**src/design/aesctr_pkg.sv**
```systemverilog
// Shared types, register indexes and AES round functions for the CTR stream.
// No dependencies.
package aesctr_pkg;

    localparam int FIFO_DEPTH = 4;
    localparam int FIFO_AW    = 2;

    // Configuration register indexes
    typedef enum logic [2:0] {
        REG_KEY0     = 3'd0,
        REG_KEY1     = 3'd1,
        REG_KEY2     = 3'd2,
        REG_KEY3     = 3'd3,
        REG_NONCE_HI = 3'd4,
        REG_NONCE_LO = 3'd5
    } cfg_idx_t;

    // One queued word: data byte plus its block index and lane
    typedef struct packed {
        logic [7:0]  data;
        logic [27:0] blk;
        logic [3:0]  lane;
    } entry_t;

    // Head of the front queue as seen by the back end
    typedef struct packed {
        logic   valid;
        entry_t ent;
    } fifo_head_t;

    localparam logic [2047:0] SBOX_BITS = {
        128'h637c777bf26b6fc53001672bfed7ab76, 128'hca82c97dfa5947f0add4a2af9ca472c0,
        128'hb7fd9326363ff7cc34a5e5f171d83115, 128'h04c723c31896059a071280e2eb27b275,
        128'h09832c1a1b6e5aa0523bd6b329e32f84, 128'h53d100ed20fcb15b6acbbe394a4c58cf,
        128'hd0efaafb434d338545f9027f503c9fa8, 128'h51a3408f929d38f5bcb6da2110fff3d2,
        128'hcd0c13ec5f974417c4a77e3d645d1973, 128'h60814fdc222a908846eeb814de5e0bdb,
        128'he0323a0a4906245cc2d3ac629195e479, 128'he7c8376d8dd54ea96c56f4ea657aae08,
        128'hba78252e1ca6b4c6e8dd741f4bbd8b8a, 128'h703eb5664803f60e613557b986c11d9e,
        128'he1f8981169d98e949b1e87e9ce5528df, 128'h8ca1890dbfe6426841992d0fb054bb16
    };

    function automatic logic [7:0] sbox(input logic [7:0] b);
        logic [7:0] nb;
        nb = ~b;
        return SBOX_BITS[{nb, 3'b000} +: 8];
    endfunction

    function automatic logic [7:0] xtime(input logic [7:0] v);
        return {v[6:0], 1'b0} ^ (v[7] ? 8'h1b : 8'h00);
    endfunction

    function automatic logic [31:0] sub_word(input logic [31:0] w);
        return {sbox(w[31:24]), sbox(w[23:16]), sbox(w[15:8]), sbox(w[7:0])};
    endfunction

    function automatic logic [31:0] mix_col(input logic [31:0] a);
        logic [7:0] a0, a1, a2, a3, all;
        a0  = a[31:24];
        a1  = a[23:16];
        a2  = a[15:8];
        a3  = a[7:0];
        all = a0 ^ a1 ^ a2 ^ a3;
        return {a0 ^ all ^ xtime(a0 ^ a1), a1 ^ all ^ xtime(a1 ^ a2),
                a2 ^ all ^ xtime(a2 ^ a3), a3 ^ all ^ xtime(a3 ^ a0)};
    endfunction

    // One AES round; byte k of the state sits at bits 127-8k down
    function automatic logic [127:0] aes_round(input logic [127:0] s,
                                               input logic [127:0] rk,
                                               input logic last);
        logic [127:0] t;
        for (int c = 0; c < 4; c++) begin
            for (int i = 0; i < 4; i++) begin
                t[127 - 8 * (i + 4 * c) -: 8] = sbox(s[127 - 8 * (i + 4 * ((c + i) & 3)) -: 8]);
            end
        end
        if (!last) begin
            for (int c = 0; c < 4; c++) begin
                t[127 - 32 * c -: 32] = mix_col(t[127 - 32 * c -: 32]);
            end
        end
        return t ^ rk;
    endfunction

    // Next four key schedule words from an eight-word window
    function automatic logic [127:0] key_next4(input logic [255:0] win,
                                               input logic rot,
                                               input logic [7:0] rcon);
        logic [31:0] w7, t, n0, n1, n2, n3;
        w7 = win[31:0];
        t  = rot ? (sub_word({w7[23:0], w7[31:24]}) ^ {rcon, 24'h0}) : sub_word(w7);
        n0 = win[255:224] ^ t;
        n1 = win[223:192] ^ n0;
        n2 = win[191:160] ^ n1;
        n3 = win[159:128] ^ n2;
        return {n0, n1, n2, n3};
    endfunction

endpackage

```
**src/design/aesctr_front.sv**
```systemverilog
// Front end: tracks the byte position and queues words for the back end.
// Depends on aesctr_pkg.
module aesctr_front (
    input  logic                    clk,
    input  logic                    rst_n,
    input  logic                    push,
    output logic                    full,
    input  logic [7:0]              data_byte,
    input  logic                    run_start,
    input  logic [31:0]             start_offset,
    output aesctr_pkg::fifo_head_t  head,
    input  logic                    head_pop
);
    import aesctr_pkg::*;

    logic [31:0]        pos_reg, pos_next, pos_cur;
    logic [FIFO_AW:0]   wr_ptr_reg, wr_ptr_next, rd_ptr_reg, rd_ptr_next;
    entry_t             mem [FIFO_DEPTH];
    logic               wr_en, empty_q;

    assign empty_q = (wr_ptr_reg == rd_ptr_reg);
    assign full    = (wr_ptr_reg[FIFO_AW] != rd_ptr_reg[FIFO_AW]) &&
                     (wr_ptr_reg[FIFO_AW-1:0] == rd_ptr_reg[FIFO_AW-1:0]);
    assign wr_en   = push && !full;

    // Position of the incoming word
    always_comb
    begin
        pos_cur     = run_start ? start_offset : pos_reg;
        pos_next    = wr_en ? pos_cur + 32'd1 : pos_reg;
        wr_ptr_next = wr_ptr_reg + (FIFO_AW + 1)'(wr_en);
        rd_ptr_next = rd_ptr_reg + (FIFO_AW + 1)'(head_pop && !empty_q);
    end

    always_ff @(posedge clk or negedge rst_n)
    begin
        if (!rst_n)
        begin
            pos_reg    <= '0;
            wr_ptr_reg <= '0;
            rd_ptr_reg <= '0;
        end
        else
        begin
            pos_reg    <= pos_next;
            wr_ptr_reg <= wr_ptr_next;
            rd_ptr_reg <= rd_ptr_next;
        end
    end

    // Queue storage
    always_ff @(posedge clk)
    begin
        if (wr_en)
        begin
            mem[wr_ptr_reg[FIFO_AW-1:0]] <= '{data: data_byte, blk: pos_cur[31:4],
                                              lane: pos_cur[3:0]};
        end
    end

    assign head.valid = !empty_q;
    assign head.ent   = mem[rd_ptr_reg[FIFO_AW-1:0]];

endmodule

```
**config.mk**
```make
export PLATFORM = sky130hd
export DESIGN_NAME = aesctr_front
export DESIGN_NICKNAME = d
export VERILOG_FILES = /design/src/design/aesctr_pkg.sv /design/src/design/aesctr_front.sv
export SDC_FILE = /design/constraint.sdc
export NUM_CORES = 1
export LEC_CHECK = 0
export BUFFER_PORTS_ARGS = -buffer_cell sky130_fd_sc_hd__buf_4
export CELL_PAD_IN_SITES_DETAIL_PLACEMENT = 1
export CELL_PAD_IN_SITES_GLOBAL_PLACEMENT = 1
export CORE_MARGIN = 2
export CORE_UTILIZATION = 43
export CTS_CLUSTER_SIZE = 28
export DETAILED_ROUTE_END_ITERATION = 16
export PLACE_DENSITY_LB_ADDON = 0.1
export SLEW_MARGIN = 20
export SYNTH_ARGS = -nofsm -noshare
export SYNTH_HDL_FRONTEND = slang
export SYNTH_SLANG_ARGS = --single-unit
```
**constraint.sdc**
```tcl
create_clock -name clk -period 5.7 [get_ports clk]
set_clock_uncertainty 0.15 [all_clocks]
set_input_delay 0.57 -clock clk [delete_from_list [all_inputs] [get_ports clk]]
set_output_delay 0.57 -clock clk [all_outputs]
set_load 0.005 [all_outputs]
```
==> impl_metrics.csv <==
group,metric,value,unit
detailed_routing,wl_met3,536,um
layout,seq_area,5760,um^2
worst_setup_path,ff2ff_setup_slack,2760,ps
sta,slew_headroom,41.6,%
layout,drive_above_1_share,31.9,%
worst_setup_path,r2r-start,"wr_ptr_reg[0]$_DFF_PN0_",
detailed_routing,vias,4883,
power_and_ir_drop,p_int,0.00350,W
logic_synthesis,synth_edf_count,160,
sta,setup_viol,0,
clock_network,clockRootBuffer,"clkbuf_16",
power_and_ir_drop,peakVddDrop,0.000234,V
detailed_routing,viasPerCell,5.54,
power_and_ir_drop,p_comb_share,32.7,%
power_and_ir_drop,leakagePower,3.63,nW
logic_synthesis,yosysMostFrequentCell,"edfxtp_1",
placement,place_hpwl,12300,um
worst_setup_path,cp.arrival,3420,ps
worst_setup_path,r2r.worst_path.cells,7,
die,initial_core_util,44.0,%
worst_setup_path,startpoint,"run_start",
worst_setup_path,path_class,"in2reg",
grt,grt.total_usage,19.4,%
power_and_ir_drop,p_seq_share,44.4,%
die,core,19500,um^2
clock_network,cts-resized-gates,0,
placement,placed_cell_area,9450,um^2
power_and_ir_drop,p_per_area,511,nW/um^2
power_and_ir_drop,switching_share,31.8,%
logic_synthesis,syn_nets,570,
logic_synthesis,netlist_top_cells_count,"edfxtp_1 (160), nand2_1 (52), mux4_2 (40)",
logic_synthesis,synthArstFlopShare,19.2,%
logic_synthesis,synth_cell_type_count,52,
sta,tightest_slew,877,ps
sta,drv_slew,0,
worst_setup_path,required,5870,ps
clock_network,hold_buffers,1,
grt,grt_pass1_vias,5413,
worst_setup_path,critPathMaxFanout,70,
sta,period_needed,3250,ps
clock_network,numCtsBuffers,17,
run_status,outcome,"finished clean",
worst_setup_path,crit_end,"pos_reg[28]$_DFFE_PN0P_",
layout,finalInstanceArea,10000,um^2
placement,numPortBuffers,86,
clock_network,clk_pin_slew_worst_paths,70,ps
logic_synthesis,synth_area,8550,um^2
clock_network,clk_latency,430,ps
detailed_routing,ant_nets,0,
worst_setup_path,slowest_stage,"buf_4",
clock_network,cts_tree,"yes",
sta,hold_slack,182,ps
clock_network,cts_sinks,198,
power_and_ir_drop,switching_power,0.00163,W
logic_synthesis,synth.top_cell.area_share,56.2,%
logic_synthesis,yosys_warnings,0,
layout,largest_reg_flops,160,
layout,area_delta_synth_final,17.2,%
layout,nFillCells,1821,
clock_network,cts_setup_buffers,0,
detailed_routing,drt_pass1_iterations,5,
sta,grt_setup_unrepaired,"no",
logic_synthesis,synth_largest_area_cell,"edfxtp_1",
flow_run,drv_cap,0,
die,die_w,145,um
worst_setup_path,cpPeakStageDelay,580,ps
grt,grt_pass1_wl,31100,um
layout,multi_input_comb_area,2630,um^2
die,die-area,21000,um^2
detailed_routing,routed_wl,19200,um
worst_hold_path,hold_path.class,"in2reg",
logic_synthesis,synth_top_flop_cell,"edfxtp_1",
logic_synthesis,synth_area_leaders,"edfxtp_1 (56%), dfrtp_1 (11%), mux4_2 (11%)",
detailed_routing,wl_per_cell,21.8,um
die,ioPinCount,87,
detailed_routing,wl_met1,8640,um
sta,tns,0,ps
detailed_routing,drcViolationCount,0,
worst_setup_path,start_kind,"input port",
logic_synthesis,synthCells,520,
logic_synthesis,ys_seq_area_share,67.3,%
worst_setup_path,cp-end-kind,"register",
detailed_routing,drt_first_iter_violations,314,
grt,antenna_found_initial,0,
grt,grt-ovfl-total,0,
layout,antenna_cells,0,
sta,finalHoldViolCount,0,
detailed_routing,wl_met2,9780,um
power_and_ir_drop,pwr-share-clk,22.8,%
layout,nNetsFinal,655,
worst_setup_path,rr_endpoint,"mem[1][8]$_DFFE_PP_",
detailed_routing,highest_layer,"met4",
sta,clock.fmax,307,MHz
placement,gp_congestion,0.792,
logic_synthesis,avgSynthCellArea,16.5,um^2
sta,period_share,57.1,%
power_and_ir_drop,totalPowerFinal,0.00512,W
logic_synthesis,ys_ff_latch,198,
worst_hold_path,holdPathStages,1,
clock_network,clk_path_buf_depth,2,
die,num_rows,51,
worst_setup_path,path_cells,"buf_4 > mux2_2 > ha_1 > inv_1 > a211oi_2 > o2111ai_1 > o311a_1 > a221o_1",
grt,grt_max_degree,71,
die,die_y,145,um
clock_network,htree_num_levels,4,
## power groups by stage
stage | clock network (W) | logic [W] | registers, W
global placement | 0 | 0.00167 | 0.00228
global route | 0.00125 | 0.00186 | 0.00232
detailed placement | 0 | 0.00172 | 0.00231
finish | 0.00117 | 0.00168 | 0.00228
CTS | 0.00120 | 0.00173 | 0.00228
floorplan | 0 | 0.00102 | 0.00225
## cell families (layout without fill, tap and decap cells)
kind of cell	count (synthesis)	count (layout)	synth area share, %
compound gates	62	62	4.83
xor+xnor	20	20	2.05
fa+ha+maj	5	5	0.731
buf+inv	39	136	2.33
flops	198	198	67.3
mux	72	72	14.6
simple gates	124	124	8.18
## worst min-delay path by stage
stage,start,endpoint
2_1_floorplan,rst_n,pos_reg[0]$_DFFE_PN0P_
3_3_place_gp,pos_reg[22]$_DFFE_PN0P_,pos_reg[22]$_DFFE_PN0P_
3_5_place_dp,pos_reg[30]$_DFFE_PN0P_,pos_reg[30]$_DFFE_PN0P_
4_1_cts,data_byte[7],mem[3][39]$_DFFE_PP_
5_1_grt,data_byte[7],mem[3][39]$_DFFE_PP_
6_report,data_byte[7],mem[3][39]$_DFFE_PP_
## cell type report
class / count / area share (%)
Clock buffer: 18 / 4.28
Clock inverter: 13 / 1.38
Inverter: 11 / 0.412
Multi-Input combinational cell: 283 / 26.2
Sequential cell: 198 / 57.4
Tap cell: 265 / 3.31
Timing Repair Buffer: 94 / 7.04
## stage by stage
step,util [%],instances,setup slack [ps]
floorplan,-,520,753
finish,51.5,882,2450
global placement,48.5,849,2150
CTS,51.5,882,2480
detailed placement,48.6,850,2030
global route,51.5,882,2290
## worst max-delay path, delay by kind of cell
kind                       cells  cell delay (ps)
buffers and inverters          2              660
adders and majority gates      1              190
AOI/OAI and AO/OA              4             1610
muxes                          1              360
## per-layer routing
| metal | track usage, % | vias to the layer above |
|---|---|---|
| met2 | 32.4 | 76 |
| met3 | 3.18 | 18 |
| met4 | 7.62 | 0 |
| met5 | 0 | - |
| li1 | - | 2229 |
| met1 | 25.7 | 2560 |
## layout by cell type (no fill, tap or decap), drive strengths merged, types with 7 or more instances in the layout
cell    netlist  routed
nand4b        7       7
nand4        13      13
a21oi         7       7
o21ai        21      21
mux4         40      40
o31ai        12      12
mux2i         9       9
xor2          8       8
nand3        17      17
mux2         23      23
xnor2        12      12
edfxtp      160     160
nand2        52      52
buf          15      93
inv          10      16
dfrtp        38      38
clkbuf       13      18
No activity file was read; power rests on OpenSTA's default activity.
